$ cat config.mk
export PLATFORM = sky130hd
export DESIGN_NAME = pedal_torque_power_estimator
export DESIGN_NICKNAME = d
export VERILOG_FILES = /design/src/design/ptpe_pkg.sv /design/src/design/ptpe_front.sv /design/src/design/ptpe_queue.sv /design/src/design/ptpe_back.sv /design/src/design/pedal_torque_power_estimator.sv
export SDC_FILE = /design/constraint.sdc
export NUM_CORES = 2
export LEC_CHECK = 0
export BUFFER_PORTS_ARGS = -buffer_cell sky130_fd_sc_hd__buf_2
export CAP_MARGIN = 25
export CORE_MARGIN = 3
export CORE_UTILIZATION = 45
export DETAILED_ROUTE_END_ITERATION = 7
export GPL_TIMING_DRIVEN = 0
export SYNTH_ARGS = -nofsm -noshare
export SYNTH_HDL_FRONTEND = slang
export SYNTH_SLANG_ARGS = --single-unit
$ cat constraint.sdc
create_clock -name aclk -period 11.4 [get_ports aclk]
set_input_delay 3.42 -clock aclk [delete_from_list [all_inputs] [get_ports aclk]]
set_output_delay 3.42 -clock aclk [all_outputs]
set_load 0.01 [all_outputs]
$ cat src/design/ptpe_pkg.sv
// Shared types, table constants and register codes for the pedal torque power estimator.
package ptpe_pkg;

    // Piecewise-linear sensor table
    localparam int TABLE_POINTS = 8;
    localparam int TABLE_MAX    = 16;
    localparam int SEG_W        = 4;
    localparam logic [SEG_W-1:0] SEG_LAST = SEG_W'((TABLE_POINTS - 1) & (TABLE_MAX - 1));

    localparam logic [15:0] BP_ADC [TABLE_MAX] = '{
        16'd192, 16'd252, 16'd280, 16'd310, 16'd344, 16'd352, 16'd357, 16'd360,
        16'd360, 16'd360, 16'd360, 16'd360, 16'd360, 16'd360, 16'd360, 16'd360
    };
    localparam logic [15:0] BP_SLOPE [TABLE_MAX] = '{
        16'd17,  16'd17,  16'd18,  16'd33,  16'd88,  16'd313, 16'd480, 16'd500,
        16'd500, 16'd500, 16'd500, 16'd500, 16'd500, 16'd500, 16'd500, 16'd500
    };

    // Reciprocal constants: x / 10 = (x * RECIP10) >> 35, exact for 32-bit x;
    // x / 3 = (x * RECIP3) >> 21, exact for x below 2^21.
    localparam logic [31:0] RECIP10     = 32'hCCCC_CCCD;
    localparam int          DIV10_SHIFT = 35;
    localparam logic [20:0] RECIP3      = 21'd699051;
    localparam int          DIV3_SHIFT  = 21;
    localparam int          DIV32_SHIFT = 5;

    // Cadence limits
    localparam logic [7:0] CAD_STARTUP = 8'd30;
    localparam logic [7:0] CAD_PEDAL   = 8'd10;

    // Queue between front and back
    localparam int QDEPTH = 4;
    localparam int QPTR_W = $clog2(QDEPTH);

    // Configuration port
    localparam int         APB_ADDR_W      = 4;
    localparam logic [1:0] REG_ADC_OFFSET  = 2'd0;
    localparam logic [1:0] REG_STARTUP_THR = 2'd1;
    localparam logic [1:0] REG_FORCE_GAIN  = 2'd2;
    localparam logic [7:0] GAIN_RESET      = 8'd98;

    typedef struct packed {
        logic [9:0] adc_sample;
        logic [7:0] cadence_rpm;
    } in_item_t;

    typedef struct packed {
        logic [15:0] weight_x10;
        logic [15:0] torque_x100;
        logic [15:0] power_x10;
        logic        pedalling;
        logic        startup_ok;
    } out_item_t;

    typedef struct packed {
        logic [9:0] adc_offset;
        logic [9:0] startup_thr;
        logic [7:0] force_gain;
    } cfg_t;

    // Classified sample handed from front to back
    typedef struct packed {
        logic [9:0] corr;
        logic [7:0] cadence;
        logic       startup;
        logic       pedalling;
        logic       blank;
    } q_entry_t;

    // Queue handshake toward either side
    typedef struct packed {
        logic push;
        logic pop;
    } q_ctrl_t;

    typedef struct packed {
        logic full;
        logic empty;
    } q_stat_t;

endpackage

$ cat src/design/ptpe_front.sv
// Front end: accepts samples, removes ADC offset, runs the pedalling state machine.
module ptpe_front import ptpe_pkg::*; (
    input  logic     aclk,
    input  logic     aresetn,
    input  cfg_t     cfg,
    input  logic     s_valid,
    output logic     s_ready,
    input  in_item_t s_data,
    input  logic     q_full,
    output logic     q_push,
    output q_entry_t q_entry
);

    logic       pedal_reg;
    logic       pedal_next;
    logic       startup;
    logic [9:0] corr;

    assign s_ready = !q_full;
    assign q_push  = s_valid && !q_full;

    assign startup = (s_data.adc_sample >= cfg.startup_thr) ||
                     (s_data.cadence_rpm > CAD_STARTUP);
    assign corr    = (s_data.adc_sample >= cfg.adc_offset) ?
                     (s_data.adc_sample - cfg.adc_offset) : 10'd0;

    always_comb begin
        if (!pedal_reg) begin
            pedal_next = startup && (s_data.cadence_rpm > CAD_PEDAL);
        end else begin
            pedal_next = !((s_data.cadence_rpm == 8'd0) && (corr == 10'd0));
        end
    end

    always_ff @(posedge aclk) begin
        if (!aresetn) begin
            pedal_reg <= 1'b0;
        end else if (q_push) begin
            pedal_reg <= pedal_next;
        end
    end

    always_comb begin
        q_entry.corr      = corr;
        q_entry.cadence   = s_data.cadence_rpm;
        q_entry.startup   = startup;
        q_entry.pedalling = pedal_next;
        // blank the signal while pedalling at standstill
        q_entry.blank     = pedal_next && (s_data.cadence_rpm == 8'd0);
    end

endmodule

$ cat src/design/ptpe_queue.sv
// Short register queue of classified samples between front and back.
module ptpe_queue import ptpe_pkg::*; (
    input  logic     aclk,
    input  logic     aresetn,
    input  q_ctrl_t  ctrl,
    input  q_entry_t wr_entry,
    output q_entry_t rd_entry,
    output q_stat_t  stat
);

    q_entry_t          mem_reg [QDEPTH];
    logic [QPTR_W-1:0] wr_ptr_reg;
    logic [QPTR_W-1:0] rd_ptr_reg;
    logic [QPTR_W:0]   count_reg;

    assign stat.full  = (count_reg == (QPTR_W+1)'(QDEPTH));
    assign stat.empty = (count_reg == '0);
    assign rd_entry   = mem_reg[rd_ptr_reg];

    always_ff @(posedge aclk) begin
        if (ctrl.push) begin
            mem_reg[wr_ptr_reg] <= wr_entry;
        end
    end

    always_ff @(posedge aclk) begin
        if (!aresetn) begin
            wr_ptr_reg <= '0;
            rd_ptr_reg <= '0;
            count_reg  <= '0;
        end else begin
            if (ctrl.push) begin
                wr_ptr_reg <= wr_ptr_reg + 1'b1;
            end
            if (ctrl.pop) begin
                rd_ptr_reg <= rd_ptr_reg + 1'b1;
            end
            if (ctrl.push && !ctrl.pop) begin
                count_reg <= count_reg + 1'b1;
            end else if (ctrl.pop && !ctrl.push) begin
                count_reg <= count_reg - 1'b1;
            end
        end
    end

endmodule

$ cat src/design/ptpe_back.sv
// Back end: table weight by segment MAC, weight offset, torque and power, output register.
module ptpe_back import ptpe_pkg::*; (
    input  logic      aclk,
    input  logic      aresetn,
    input  cfg_t      cfg,
    input  logic      q_empty,
    input  q_entry_t  q_entry,
    output logic      q_pop,
    output logic      m_valid,
    input  logic      m_ready,
    output out_item_t m_data
);

    localparam logic [2:0] S_IDLE = 3'd0;
    localparam logic [2:0] S_MAC  = 3'd1;
    localparam logic [2:0] S_DIV  = 3'd2;
    localparam logic [2:0] S_OFS  = 3'd3;
    localparam logic [2:0] S_TRQ  = 3'd4;
    localparam logic [2:0] S_PW1  = 3'd5;
    localparam logic [2:0] S_PW2  = 3'd6;
    localparam logic [2:0] S_FIN  = 3'd7;

    logic [2:0]       state_reg;
    logic [2:0]       state_next;
    q_entry_t         ent_reg;
    logic [15:0]      abs_reg;
    logic [SEG_W-1:0] seg_reg;
    logic             done_reg;
    logic [31:0]      acc_reg;
    logic [63:0]      prod10_reg;
    logic             pend_reg;
    logic             pend_next;
    logic [15:0]      woff_reg;
    logic [15:0]      woff_next;
    logic [15:0]      w_reg;
    logic [15:0]      w_next;
    logic [15:0]      torque_reg;
    logic [23:0]      pprod_reg;
    logic [39:0]      p3_reg;
    logic             m_valid_reg;
    out_item_t        m_data_reg;

    logic [SEG_W-1:0] seg_inc;
    logic [15:0]      part;
    logic [15:0]      slope;
    logic             hit;
    logic [31:0]      mac_prod;
    logic [15:0]      wraw;
    logic [15:0]      wblank;
    logic             capture;
    logic             out_free;
    logic [23:0]      trq_prod;

    assign out_free = !m_valid_reg || m_ready;
    assign q_pop    = (state_reg == S_IDLE) && !q_empty;
    assign m_valid  = m_valid_reg;
    assign m_data   = m_data_reg;

    // One table segment per cycle
    always_comb begin
        seg_inc = seg_reg + 1'b1;
        hit     = 1'b0;
        if (seg_reg == SEG_LAST) begin
            slope = BP_SLOPE[SEG_LAST];
            part  = (abs_reg > BP_ADC[SEG_LAST]) ? (abs_reg - BP_ADC[SEG_LAST]) : 16'd0;
        end else begin
            slope = BP_SLOPE[seg_inc];
            if (done_reg) begin
                part = 16'd0;
            end else if (abs_reg < BP_ADC[seg_inc]) begin
                part = (seg_reg == '0) ? {6'd0, ent_reg.corr} : (abs_reg - BP_ADC[seg_reg]);
                hit  = 1'b1;
            end else begin
                part = BP_ADC[seg_inc] - BP_ADC[seg_reg];
            end
            // offset below the first breakpoint widens the first interval
            if ((seg_reg == '0) && ({6'd0, cfg.adc_offset} < BP_ADC[0])) begin
                part = part + (BP_ADC[0] - {6'd0, cfg.adc_offset});
            end
        end
        mac_prod = 32'(part) * 32'(slope);
    end

    // Weight offset capture and subtraction
    always_comb begin
        wraw      = (ent_reg.corr == 10'd0) ? 16'd0 : prod10_reg[DIV10_SHIFT +: 16];
        capture   = pend_reg && (ent_reg.corr != 10'd0);
        pend_next = pend_reg && !capture;
        woff_next = capture ? wraw : woff_reg;
        wblank    = ent_reg.blank ? 16'd0 : wraw;
        if (pend_next) begin
            w_next = wblank;
        end else begin
            w_next = (wblank > woff_next) ? (wblank - woff_next) : 16'd0;
        end
    end

    assign trq_prod = 24'(w_reg) * 24'(cfg.force_gain);

    always_comb begin
        state_next = state_reg;
        unique case (state_reg)
            S_IDLE: if (!q_empty) state_next = S_MAC;
            S_MAC:  if (seg_reg == SEG_LAST) state_next = S_DIV;
            S_DIV:  state_next = S_OFS;
            S_OFS:  state_next = S_TRQ;
            S_TRQ:  state_next = S_PW1;
            S_PW1:  state_next = S_PW2;
            S_PW2:  state_next = S_FIN;
            S_FIN:  if (out_free) state_next = S_IDLE;
        endcase
    end

    always_ff @(posedge aclk) begin
        if (!aresetn) begin
            state_reg   <= S_IDLE;
            pend_reg    <= 1'b1;
            woff_reg    <= 16'd0;
            m_valid_reg <= 1'b0;
        end else begin
            state_reg <= state_next;
            if (state_reg == S_OFS) begin
                pend_reg <= pend_next;
                woff_reg <= woff_next;
            end
            if ((state_reg == S_FIN) && out_free) begin
                m_valid_reg <= 1'b1;
            end else if (m_ready) begin
                m_valid_reg <= 1'b0;
            end
        end
    end

    always_ff @(posedge aclk) begin
        unique case (state_reg)
            S_IDLE: begin
                ent_reg  <= q_entry;
                abs_reg  <= 16'(q_entry.corr) + 16'(cfg.adc_offset);
                seg_reg  <= '0;
                done_reg <= 1'b0;
                acc_reg  <= 32'd0;
            end
            S_MAC: begin
                acc_reg  <= acc_reg + mac_prod;
                done_reg <= done_reg || hit;
                seg_reg  <= seg_inc;
            end
            S_DIV: prod10_reg <= 64'(acc_reg) * 64'(RECIP10);
            S_OFS: w_reg <= w_next;
            S_TRQ: torque_reg <= trq_prod[15:0];
            S_PW1: pprod_reg <= 24'(torque_reg) * 24'(ent_reg.cadence);
            S_PW2: p3_reg <= 40'(pprod_reg[23:DIV32_SHIFT]) * 40'(RECIP3);
            S_FIN: begin
                if (out_free) begin
                    m_data_reg.weight_x10  <= w_reg;
                    m_data_reg.torque_x100 <= torque_reg;
                    m_data_reg.power_x10   <= p3_reg[DIV3_SHIFT +: 16];
                    m_data_reg.pedalling   <= ent_reg.pedalling;
                    m_data_reg.startup_ok  <= ent_reg.startup;
                end
            end
        endcase
    end

endmodule

$ cat src/design/pedal_torque_power_estimator.sv
// Top level of the pedal torque power estimator: APB registers, front, queue and back.
//
// Input channel s_*: one beat carries a raw 10-bit torque ADC sample and the
// pedal cadence in rpm. Result channel m_*: one beat per input beat, with the
// offset-corrected weight, torque, power and the pedalling / start-up flags.
// The front classifies a sample in the cycle it is accepted and parks it in a
// four-deep queue, so s_ready stays high until that queue fills.
// The back walks the sensor table one segment per clock on a shared
// multiply-accumulate, then works through the divide by ten, offset, torque
// and power steps and loads the output register; it takes the next beat from
// the queue only after that result has gone into the output register.
// While the receiver stalls, the result holds in the output register, the back
// finishes the next beat and waits, and the front keeps filling the queue.
// Synchronous reset (aresetn low) drops the queue and any result, returns the
// machine to idle, arms weight offset capture and loads register defaults
// (gain 98, offset and threshold zero). No clearing pass is needed.
// APB registers at byte offsets 0x0 adc_offset, 0x4 startup_threshold,
// 0x8 force_gain_x10; write them only while no beat is in flight.
module pedal_torque_power_estimator import ptpe_pkg::*; (
    input  logic                  aclk,
    input  logic                  aresetn,
    input  logic                  psel,
    input  logic                  penable,
    input  logic                  pwrite,
    input  logic [APB_ADDR_W-1:0] paddr,
    input  logic [31:0]           pwdata,
    output logic [31:0]           prdata,
    output logic                  pready,
    input  logic                  s_valid,
    output logic                  s_ready,
    input  in_item_t              s_data,
    output logic                  m_valid,
    input  logic                  m_ready,
    output out_item_t             m_data
);

    logic [9:0] adc_offset_reg;
    logic [9:0] startup_thr_reg;
    logic [7:0] force_gain_reg;
    logic [1:0] reg_idx;
    logic       wr_en;
    cfg_t       cfg;

    q_ctrl_t    q_ctrl;
    q_stat_t    q_stat;
    q_entry_t   q_wr_entry;
    q_entry_t   q_rd_entry;

    // APB access: zero wait states, write on the access phase
    assign pready  = 1'b1;
    assign reg_idx = paddr[3:2];
    assign wr_en   = psel && penable && pwrite;

    always_ff @(posedge aclk) begin
        if (!aresetn) begin
            adc_offset_reg  <= 10'd0;
            startup_thr_reg <= 10'd0;
            force_gain_reg  <= GAIN_RESET;
        end else if (wr_en) begin
            unique case (reg_idx)
                REG_ADC_OFFSET:  adc_offset_reg  <= pwdata[9:0];
                REG_STARTUP_THR: startup_thr_reg <= pwdata[9:0];
                REG_FORCE_GAIN:  force_gain_reg  <= pwdata[7:0];
                default: ;
            endcase
        end
    end

    always_comb begin
        unique case (reg_idx)
            REG_ADC_OFFSET:  prdata = {22'd0, adc_offset_reg};
            REG_STARTUP_THR: prdata = {22'd0, startup_thr_reg};
            REG_FORCE_GAIN:  prdata = {24'd0, force_gain_reg};
            default:         prdata = 32'd0;
        endcase
    end

    assign cfg.adc_offset  = adc_offset_reg;
    assign cfg.startup_thr = startup_thr_reg;
    assign cfg.force_gain  = force_gain_reg;

    // Classify and enqueue
    ptpe_front u_front (
        .aclk    (aclk),
        .aresetn (aresetn),
        .cfg     (cfg),
        .s_valid (s_valid),
        .s_ready (s_ready),
        .s_data  (s_data),
        .q_full  (q_stat.full),
        .q_push  (q_ctrl.push),
        .q_entry (q_wr_entry)
    );

    // Decouple the two sides
    ptpe_queue u_queue (
        .aclk     (aclk),
        .aresetn  (aresetn),
        .ctrl     (q_ctrl),
        .wr_entry (q_wr_entry),
        .rd_entry (q_rd_entry),
        .stat     (q_stat)
    );

    // Compute and present the result
    ptpe_back u_back (
        .aclk    (aclk),
        .aresetn (aresetn),
        .cfg     (cfg),
        .q_empty (q_stat.empty),
        .q_entry (q_rd_entry),
        .q_pop   (q_ctrl.pop),
        .m_valid (m_valid),
        .m_ready (m_ready),
        .m_data  (m_data)
    );

endmodule

==> metrics.md <==
| Metric | Value |
|---|---|
| Vias in the first global route | `34630` |
| First-pass GRT wire length | `199100 um` |
| Layout cells sized above 1 | `0.07065` |
| Required time of the critical path | `11.73 ns` |
| Most used cell, CP | `fa_1` |
| Worst-Margin Slew | `1.031 ns` |
| Synth cell types | `97` |
| Warnings, synthesis | `0` |
| Seq/Total Area, Yosys | `0.2004` |
| All-Layer GR Usage | `0.2310` |
| Global placement routability congestion | `0.9595` |
| CTS root buf | `clkbuf_16` |
| Peak fanout along the critical path | `10` |
| Grt ovf | `0` |
| DRC violation count after routing | `0` |
| Top FF cell, synth | `edfxtp_1` |
| # port buffers | `97` |
| Type of origin of the critical path | `flip-flop` |
| Antenna-violating nets left | `0` |
| Largest cells by area after synthesis | `fa_1, edfxtp_1, ha_1, inv_1, dfxtp_1` |
| Ys async rst share | `0` |
| Clock sink count | `345` |
| Layout Area Growth over Synthesis | `9.193%` |
| Final setup viols | `0` |
| Mapped Area | `0.04875 mm2` |
| I/O pin total | `146` |
| Slew headroom | `0.3109` |
| Initial antenna violation count | `12` |
| DR pass1 iterations | `8` |
| Largest net degree at the start of global routing | `34` |
| Post-CTS Hold Buffers | `0` |
| Core Box Area | `0.1074 mm2` |
| Die Y | `335.2 um` |
| Final hold viol count | `0` |
| Number of H-tree levels | `2` |
| Gate Count Post-Synth | `4797` |
| Number of synthesized flops with an enable pin | `286` |
| Full die area | `0.1123 mm2` |
| Number of instances in the placed design | `6336` |
| Slowest cell on crit path | `fa_1` |
| Vias/cell | `5.097` |
| # rows | `120` |
| Yosys reg bits | `345` |
| Synth top area share | `0.3104` |
| WL/cell | `19.53 um` |
| Crit end category | `flip-flop` |
| Final period util | `0.9705` |
| Tmin final | `11.06 ns` |
| Detailed Route Iter0 Violations | `1956` |
| Max Slew Vio Count | `0` |
| Finished Layout Cells | `6434` |
| Post-synth top area cell | `fa_1` |
| Clock slew seen by the registers of the worst setup and hold paths | `0.06 ns` |
| Avg Cell Area, Syn | `10.16 um2` |
| Via count | `32790` |
| TritonCTS clock tree | `built` |
| Max clock buf depth | `3` |
| Max FFs per register | `84` |
| Slowest Stage Delay on Critical Path | `0.54 ns` |
| Outcome | `completed` |
| Die X | `335.2 um` |
| Fill cells | `9890` |
| Max Freq | `90.39 MHz` |
| Routed WL | `125600 um` |
| Num CTS Buffers | `42` |
| Detail Placement HPWL | `108100 um` |
| Hold crit path type | `flip-flop to flip-flop` |
| Fin nets | `6466` |
| Worst Setup Path Type | `flip-flop to flip-flop` |
| Max-cap violations | `0` |
| Skew-Pair Late Insertion Delay | `0.59 ns` |
| Starting Density | `0.4541` |
| Critical path arrival | `11.39 ns` |
| Layout Skew | `0.04492 ns` |
==> cell type report <==
class	count	area (um2)	share of cell area
diodes	6	15.01	0.0002820
plain buffers	102	573.1	0.01076
clock buffers	53	1165	0.02188
clock inverters	24	279.0	0.005241
inverters	1234	4634	0.08706
multi-input cells	3137	34170	0.6419
flip-flops and latches	345	9769	0.1835
well taps	1403	1755	0.03298
repair buffers	130	869.6	0.01633
==> path summary, 6_finish.rpt <==
check / endpoint / start / cells past startpoint / slack, ns
min: u_back.m_data[6]$_DFFE_PP_ / u_back.p3_reg[25]$_DFFE_PP_ / 0 / 0.41
max: u_back.acc_reg[23]$_SDFFCE_PN0P_ / u_back.seg_reg[0]$_SDFFCE_PN0P_ / 42 / 0.34
max reg2reg: u_back.acc_reg[23]$_SDFFCE_PN0P_ / u_back.seg_reg[0]$_SDFFCE_PN0P_ / 42 / 0.34
min reg2reg: u_back.m_data[6]$_DFFE_PP_ / u_back.p3_reg[25]$_DFFE_PP_ / 0 / 0.41
==> cells by family (layout without fill, tap and decap cells) <==
group	Yosys count	in the layout	synth area share
simple gates	956	956	0.09355
fa+ha+maj	1413	1413	0.4790
mux	84	84	0.02271
xor+xnor	171	171	0.03087
other cells	2	29	0.0001540
buf+inv	1336	1543	0.1066
compound gates	490	490	0.06670
flops	345	345	0.2004
==> stage by stage <==
step	utilization	TNS (ns)	area [um2]	setup slack (ns)	hold slack, ns
finish	0.4959	0	53230	0.3368	0.4143
CTS	0.4928	0	52910	0.007263	0.4142
global placement	0.4757	-10.51	51070	-1.010	0.4020
detailed placement	0.4785	-10.74	51370	-1.060	0.4052
global route	0.4958	-0.09549	53230	-0.05440	0.4140
floorplan	-	0	48830	0.8047	0.4003
==> layer usage <==
layer	up-vias	share of wire	global-route usage	routed length, um
met4	8	0.033	0.07298	4136
li1	15540	-	-	-
met3	189	0.072	0.05425	9021
met5	-	0.00041	0	51
met1	16210	0.43	0.3114	54320
met2	847	0.46	0.3697	58100
==> critical path, delay by kind of cell, from the launching register on <==
family                     cells  cell delay (ns)
xor gates and xnor gates       1             0.08
and+or+nand+nor                7             1.30
adders and majority gates     11             4.40
buffers and inverters          7             0.61
AOI/OAI and AO/OA             15             3.78
muxes                          1             0.21
DFF                            1             0.43
==> synth_stat cells (35+ instances only) <==
library cell and count:
dfxtp_1 59, a21oi_1 133, clkbuf_1 56, nor3_1 57, nor2_1 283, xor2_1 52, ha_1 657, inv_1 1232
fa_1 756, o21ai_0 99, edfxtp_1 286, xnor2_1 118, a21o_1 70, nand2b_1 35, nand2_1 265, and2_1 137
mux2i_1 60
==> layout by cell type (no fill, tap or decap), types with 21 or more instances in the layout <==
master	n
xnor2_1	117
o21ai_0	90
nand2_1	264
a211oi_1	25
edfxtp_1	286
clkbuf_16	44
xor2_1	50
inv_1	1231
nor2b_1	32
dfxtp_1	59
fa_1	753
clkbuf_1	62
nand3_1	31
and3_1	29
buf_2	101
mux2i_1	60
nor2_1	276
nand2b_1	35
mux4_2	21
buf_4	40
nor3_1	56
a21oi_1	123
o21a_1	23
and2_1	135
ha_1	653
conb_1	23
a21o_1	70
==> timing repair <==
action	CTS	global route
setup endpoints to repair	18	17
pin swaps	2	21
setup buffers	3	10
endpoints found under the hold margin	0	0
gates resized for setup	17	53
Power is left out: the tool's default activity adds up to more than one toggle a clock period on the data nets, which glitch-free logic cannot reach.
